**config.mk**
```make
export PLATFORM = sky130hd
export DESIGN_NAME = six_byte_frame_receiver
export DESIGN_NICKNAME = d
export VERILOG_FILES = /design/src/rtl/sbfr_pkg.sv /design/src/rtl/sbfr_capture.sv /design/src/rtl/six_byte_frame_receiver.sv
export SDC_FILE = /design/constraint.sdc
export NUM_CORES = 1
export LEC_CHECK = 0
export ABC_AREA = 1
export BUFFER_PORTS_ARGS = -buffer_cell sky130_fd_sc_hd__clkbuf_2
export CORE_ASPECT_RATIO = 1.2
export CORE_UTILIZATION = 23
export DETAILED_ROUTE_END_ITERATION = 10
export PLACE_DENSITY = 0.39
export SLEW_MARGIN = 30
export SYNTH_ARGS = -nofsm -noshare
export SYNTH_HDL_FRONTEND = slang
export SYNTH_SLANG_ARGS = --single-unit
```
**constraint.sdc**
```tcl
create_clock -name i_clk -period 2.4 [get_ports i_clk]
set_input_delay 0.12 -clock i_clk [delete_from_list [all_inputs] [get_ports i_clk]]
set_output_delay 0.12 -clock i_clk [all_outputs]
set_load 0.005 [all_outputs]
```
**src/rtl/sbfr_pkg.sv**
```systemverilog
// ----------------------------------------------------------------------------
// sbfr_pkg
// shared types and constants for the six byte frame receiver
// ----------------------------------------------------------------------------
package sbfr_pkg;

    localparam logic [7:0] HEAD_BYTE = 8'hAA;
    localparam logic [7:0] TAIL_BYTE = 8'h55;

    // completion status of one frame
    typedef enum logic [1:0] {
        ST_OK        = 2'd0,
        ST_BAD_TAIL  = 2'd1,
        ST_BAD_CHECK = 2'd2
    } t_frame_status;

    // one completed frame as handed to the output stage
    typedef struct packed {
        logic [7:0]    command;
        logic [7:0]    arg_low;
        logic [7:0]    arg_high;
        t_frame_status status;
    } t_frame;

endpackage

```
**src/rtl/sbfr_capture.sv**
```systemverilog
// ----------------------------------------------------------------------------
// sbfr_capture
// phase machine and byte capture, builds the frame on the tail byte
// ----------------------------------------------------------------------------
module sbfr_capture
    import sbfr_pkg::*;
(
    input  logic       i_clk,
    input  logic       i_rst_n,
    input  logic       i_take,
    input  logic [7:0] i_byte,
    output logic       o_done,
    output t_frame     o_frame
);

    typedef enum logic [5:0] {
        PH_IDLE = 6'b000001,
        PH_CMD  = 6'b000010,
        PH_LO   = 6'b000100,
        PH_HI   = 6'b001000,
        PH_CHK  = 6'b010000,
        PH_TAIL = 6'b100000
    } t_rx_phase;

    t_rx_phase  r_phase, n_phase;
    logic [7:0] r_command;
    logic [7:0] r_arg_low;
    logic [7:0] r_arg_high;
    logic [7:0] r_check;
    logic [7:0] w_sum;

    always_comb begin
        n_phase = r_phase;
        case (r_phase)
            PH_IDLE: n_phase = (i_byte == HEAD_BYTE) ? PH_CMD : PH_IDLE;
            PH_CMD:  n_phase = PH_LO;
            PH_LO:   n_phase = PH_HI;
            PH_HI:   n_phase = PH_CHK;
            PH_CHK:  n_phase = PH_TAIL;
            PH_TAIL: n_phase = PH_IDLE;
            default: n_phase = (i_byte == HEAD_BYTE) ? PH_CMD : PH_IDLE;
        endcase
    end

    always_ff @(posedge i_clk) begin
        if (!i_rst_n) begin
            r_phase <= PH_IDLE;
        end else if (i_take) begin
            r_phase <= n_phase;
        end
    end

    // captured bytes, no reset needed
    always_ff @(posedge i_clk) begin
        if (i_take && r_phase == PH_CMD) begin
            r_command <= i_byte;
        end
        if (i_take && r_phase == PH_LO) begin
            r_arg_low <= i_byte;
        end
        if (i_take && r_phase == PH_HI) begin
            r_arg_high <= i_byte;
        end
        if (i_take && r_phase == PH_CHK) begin
            r_check <= i_byte;
        end
    end

    assign w_sum = HEAD_BYTE ^ r_command ^ r_arg_low ^ r_arg_high;

    always_comb begin
        o_frame.command  = r_command;
        o_frame.arg_low  = r_arg_low;
        o_frame.arg_high = r_arg_high;
        if (i_byte != TAIL_BYTE) begin
            o_frame.status = ST_BAD_TAIL;
        end else if (w_sum != r_check) begin
            o_frame.status = ST_BAD_CHECK;
        end else begin
            o_frame.status = ST_OK;
        end
    end

    assign o_done = i_take && (r_phase == PH_TAIL);

endmodule

```
**src/rtl/six_byte_frame_receiver.sv**
```systemverilog
// ----------------------------------------------------------------------------
// six_byte_frame_receiver
// frames a byte stream into six byte packets and reports each one with status
// ----------------------------------------------------------------------------
// One received byte is taken per transfer, and a new byte can be taken in
// every cycle: each byte goes through a single pass of capture logic, and the
// tail byte of a frame loads the output register in the same cycle it is
// taken. A frame is head 0xAA, command, argument low, argument high, checksum
// and tail. Bytes other than 0xAA in idle are dropped without a result. On
// the tail byte one result carries command, both argument bytes and a status:
// ok, bad tail (tail not 0x55, wins over the checksum) or bad checksum (xor of
// 0xAA, command and both arguments differs from the checksum byte). Every
// frame is reported, good or bad, and the receiver returns to idle; 0xAA
// inside a frame is plain data. The result is visible in the cycle after its
// tail byte is taken. Input ready drops only while a result waits in the
// output register and the consumer is not taking it.
// ----------------------------------------------------------------------------
module six_byte_frame_receiver
    import sbfr_pkg::*;
(
    input  logic       i_clk,
    input  logic       i_rst_n,
    // byte input channel
    input  logic       i_valid,
    output logic       o_ready,
    input  logic [7:0] i_rx_byte,
    // frame result channel
    output logic       o_valid,
    input  logic       i_ready,
    output logic [7:0] o_command,
    output logic [7:0] o_arg_low,
    output logic [7:0] o_arg_high,
    output logic [1:0] o_frame_status
);

    logic   w_take;       // input transfer this cycle
    logic   w_done;       // tail byte taken, frame complete
    t_frame w_frame;
    logic   r_out_valid;
    t_frame r_out;

    // free when the output slot is empty or being drained this cycle
    assign o_ready = !r_out_valid || i_ready;
    assign w_take  = i_valid && o_ready;

    sbfr_capture u_capture (
        .i_clk   (i_clk),
        .i_rst_n (i_rst_n),
        .i_take  (w_take),
        .i_byte  (i_rx_byte),
        .o_done  (w_done),
        .o_frame (w_frame)
    );

    // output register: load on frame completion, clear when taken
    always_ff @(posedge i_clk) begin
        if (!i_rst_n) begin
            r_out_valid <= 1'b0;
        end else if (w_done) begin
            r_out_valid <= 1'b1;
        end else if (i_ready) begin
            r_out_valid <= 1'b0;
        end
    end

    // payload only, no reset
    always_ff @(posedge i_clk) begin
        if (w_done) begin
            r_out <= w_frame;
        end
    end

    assign o_valid        = r_out_valid;
    assign o_command      = r_out.command;
    assign o_arg_low      = r_out.arg_low;
    assign o_arg_high     = r_out.arg_high;
    assign o_frame_status = r_out.status;

    // a waiting result that is not taken blocks the input side
    a_stall_blocks_input : assert property (@(posedge i_clk) disable iff (!i_rst_n)
        (r_out_valid && !i_ready) |-> !o_ready)
        else $error("input accepted while result stalled");

    // a new result appears only after a byte transfer
    a_result_from_transfer : assert property (@(posedge i_clk) disable iff (!i_rst_n)
        $rose(r_out_valid) |-> $past(w_take))
        else $error("result without an input transfer");

    // a frame completes only on an accepted byte
    a_done_needs_take : assert property (@(posedge i_clk) disable iff (!i_rst_n)
        w_done |-> w_take)
        else $error("frame completed without transfer");

    // status code stays within its defined values
    a_status_code : assert property (@(posedge i_clk) disable iff (!i_rst_n)
        r_out_valid |-> (r_out.status == ST_OK || r_out.status == ST_BAD_TAIL
                         || r_out.status == ST_BAD_CHECK))
        else $error("undefined frame status");

endmodule
```
### Word-level counts from Yosys, hierarchy flattened

Cells that the tools add are included.
Widths: inputs -> output; s select.

* eq/ne operators: 8
* multiplexer cells: 5
* reductions and logical operators: 9
* bitwise operators: 3

Operators with widths (number)
* $pmux 6 s5: 1
* $xor 8x8->8: 2
* $eq 8x8->1 const B: 1
* $ne 8x7->1 const B: 1
* $ne 8x8->1: 1
* $eq 6x2->1 const B: 1
* $eq 6x3->1 const B: 1
* $eq 6x4->1 const B: 1
* $eq 6x5->1 const B: 1
* $eq 6x6->1 const B: 1
* $logic_and 1x1->1: 6
* $mux 2: 2
* $not 4->4: 1
* $mux 1: 2
* $reduce_bool 2->1: 1
* $logic_not 1->1: 1
* $logic_or 1x1->1: 1

* input port bits: 12
* output and inout bits: 28
* register bits after elaboration: 65

### Depth between registers and ports, before layout

* word-level depth: 5
* gate-level depth with buffers: 11

### Modules after synthesis

A second synthesis with hierarchy kept.

* cell total of the unflattened synthesis: 238
* area total of the unflattened synthesis: 2670.1 um^2

By module, submodules not included
* sbfr_capture: times used 1, area an instance 1835.5 um^2, cells an instance 205, seq. area each 1081.0 um^2
* six_byte_frame_receiver: times used 1, area an instance 834.6 um^2, cells an instance 33, seq. area each 800.8 um^2

### Least setup slack after synthesis

Ideal clock, no wire load.

* kind: flip-flop to flip-flop
* start: register u_capture.r_phase[0]
* end: register r_out (netlist bit o_arg_high[0]) (enable)
* required time: 2.010 ns
* slack: 0.661 ns
* cell stages (with the launch flop): 4
* period minus slack after synthesis: 1.739 ns
* data arrival time: 1.350 ns
* cell sequence: dfxtp_1 nor2_2 nand4_1 nor2_2

* cells in the longest elaborated chain, start to end: 2

RTL lines
* start, declared: RTL line sbfr_capture.sv:25 `t_rx_phase r_phase, n_phase;`
* start signal, assigned: RTL line sbfr_capture.sv:49 `r_phase <= n_phase;`
* $eq 6x6->1: RTL line sbfr_capture.sv:84 `assign o_done = i_take && (r_phase == PH_TAIL);`
* $logic_and 1x1->1: RTL line sbfr_capture.sv:84
* named net u_capture.o_done: RTL line sbfr_capture.sv:12 `output logic o_done,`
* end signal, assigned: RTL line six_byte_frame_receiver.sv:69 `r_out <= w_frame;`
* end, declared: RTL line six_byte_frame_receiver.sv:40 `t_frame r_out;`

The timed path passes the listed nets, and every way through them passes these cells.
A chain may end at the register's enable or synchronous reset.

### Worst setup path in the final report

* start: register u_capture.r_phase[0]
* end: register r_out (netlist bit o_arg_high[6]) (enable)

Same word-level chain as after synthesis.

==> key figures <==
STA
  – Final Slew Violations: 0
  – Worst-margin pin slew: roughly 0.39 ns
  – Tmin final: 1.50 ns
  – Slew HR: between 70% and 80%
  – Final setup skew: slightly above 0.004 ns
  – Final setup vio count: 0
  – RSZ-0062 raised after global routing: false
  – Tcrit/Tclk final: between 60% and 70%
  – Fmax: between 600 and 700 MHz
  – Final Hold Vio Count: 0
  – Fin Setup TNS: 0 ns

Logic synthesis
  – Syn Inst Count: about 240
  – Avg Inst Size Synth: 11.1 um2
  – Synthesized Nets: about 250
  – Mapped cell area: around 2600 um2
  – Register area share after synthesis: a little under three quarters
  – Synth cell types: 17
  – Yosys warns: 0
  – Synthesis-stage register bit count: 65

Clock network
  – Setup bufs post-CTS: 0
  – CTS resizes: 0
  – Worst-path clk slew: approximately 0.050 ns
  – Worst-Skew Late Latency: 0.32 ns
  – CTS tree: built
  – Clock Sink Count: 65
  – CTS root buffer: clkbuf_16
  – Num CTS Buffers: 9
  – Hold buffers post-CTS: 0
  – Clk buf depth: 2
  – Htree depth: 3

Floorplan
  – Die height: 119 um
  – Rows: 42
  – Number of top-level pins: 40
  – Initial Util: a little under a quarter
  – Core ar.: about 11000 um2
  – Full die area: approximately 12000 um2
  – Chip width: 99.8 um

Critical path
  – Crit path capture type: register
  – Crit path max fanout: 27
  – Crit Path Class: register to register
  – Worst EP required: 2.38 ns
  – Worst reg-to-reg path cell count: 4
  – CP arrival: approximately 1.5 ns
  – CP max-delay cell: buf_4
  – CP dominant cell by count: nor2_2
  – Worst path cell trace: nor2_2 > nand4_1 > nor2_2 > buf_4
  – Critical path launch point type: register
  – Buf/Inv on CP: 1
  – Worst reg2reg setup slack: approximately 0.9 ns
  – WP depth: 4
  – Top cell family by delay on the critical path: simple AND/OR/NAND/NOR gates
  – Crit-path max cell delay: between 0.3 and 0.4 ns

GRT
  – GRT Util Overall: under 10%
  – Congestion Overflow GR: 0
  – Global-route wire length before repair: about 7900 um
  – Initial antenna violation count: 0
  – Largest net degree at the start of global routing: 28
  – Vias in the first global route: 1574

Power
  – VDD IR max: 334 uV
  – Pwr dens: 740 nW/um2
  – Leakage power: around 1.4 nW

Drt
  – Antenna Violating Nets Remaining: 0
  – Via Count: around 1700
  – Via density: 3.74
  – DRT iter0 DRCs: 33
  – Initial DRT Pass Iterations: 4
  – DRT Wirelength: 5060 um
  – DR WL/cell: approximately 11 um
  – DR DRC count: 0

Finish
  – Final Non-Filler Cells: around 450
  – Design area: around 3300 um2
  – Layout cells sized above 1: between 20% and 30%
  – Most frequent cells in the layout: nand2_1, edfxtp_1, inv_1, clkbuf_2, nor2_1
  – Leading cell type in the layout, fill and taps excluded: nand2_1
  – Number of filler cells placed in the layout: 1157
  – ANT cells: 0
  – Area growth syn-to-layout: 25.7%
  – Nets@finish: roughly 300

Run
  – Max-cap check violation count: 0

Place
  – Final HPWL DP: around 3500 um
  – Placed insts: 432
  – I/O Buffers: 39
  – RD Place Congestion: 0.707
  – Area after DPL: a little over 3000 um2

Min path
  – Hold WC Path Type: input port to register
  – Hold path depth: 3

Outcome
  – Status: finished clean
==> cells by family after synthesis <==
group | share of synthesized area [%]
AND/OR/NAND/NOR | 16.7
XOR/XNOR | 3.98
flip-flops | 71.2
buffers and inverters | 6.25
AO/OA/AOI/OAI | 1.85
==> worst paths after layout <==
path                           to               startpoint
max                 o_arg_high[6]     u_capture.r_phase[0]
min          u_capture.r_phase[1]                  i_rst_n
max reg2reg         o_arg_high[6]     u_capture.r_phase[0]
min reg2reg         o_arg_high[6]  u_capture.r_arg_high[6]
==> cell type report <==
type	instances	area (um2)	area share (%)
multi-input cells	128	594	17.9
well taps	154	193	5.80
clock inverters	3	15.0	0.452
clock buffers	13	260	7.84
repair buffers	41	210	6.33
flip-flops and latches	65	1880	56.7
inverters	44	165	4.98
==> cells in the mapped netlist <==
cell	number	area share (%)
inv_1	43	6.1
nand2_2	2	0.47
nand4_1	5	1.2
nor4_1	2	0.47
xnor2_1	8	2.7
nand3_1	2	0.38
nor2_2	4	0.95
edfxtp_1	58	66
nor2_1	20	2.8
dfxtp_1	7	5.3
o21ai_0	1	0.19
nand2_1	71	10
a21oi_2	1	0.33
inv_2	1	0.14
nand3b_1	1	0.28
a21oi_1	7	1.3
xor2_1	4	1.3
==> where the power goes <==
group	leakage (nW)	internal, mW	switching (mW)
combinational	0.693	0.0123	0.0253
clock	0.139	0.749	0.440
sequential	0.578	1.23	0.00220
==> worst min-delay path, stage by stage <==
cell      delay (ns)
clkbuf_2        0.10
o21ai_0         0.06
a21oi_1         0.04
==> sequential cells by signal, summed over array words and instances, names as in the netlist <==
register              count
u_capture.r_phase         6
o_arg_low                 8
u_capture.r_arg_high      8
o_arg_high                8
u_capture.r_arg_low       8
o_command                 8
o_frame_status            2
u_capture.r_check         8
u_capture.r_command       8
o_valid                   1
==> stage by stage <==
stage | total power, mW | hold slack (ns) | setup slack [ns] | utilization [%]
after floorplan | 1.27 | 0.219 | 0.661 | -
after global placement | 1.29 | 0.384 | 0.905 | 27.5
after detailed placement | 1.29 | 0.384 | 0.876 | 27.5
after CTS | 2.51 | 0.0290 | 0.866 | 29.9
after global routing | 2.56 | 0.0423 | 0.768 | 29.9
final | 2.46 | 0.0479 | 0.903 | 29.9
==> routing by layer <==
layer	track usage (%)	part of all wire (%)	up-vias
li1	-	-	863
met4	5.79	2.0	0
met5	0	0	-
met3	3.70	4.4	7
met2	14.4	47	39
met1	11.0	46	768
Note: power is estimated with default switching activity, not from simulation.
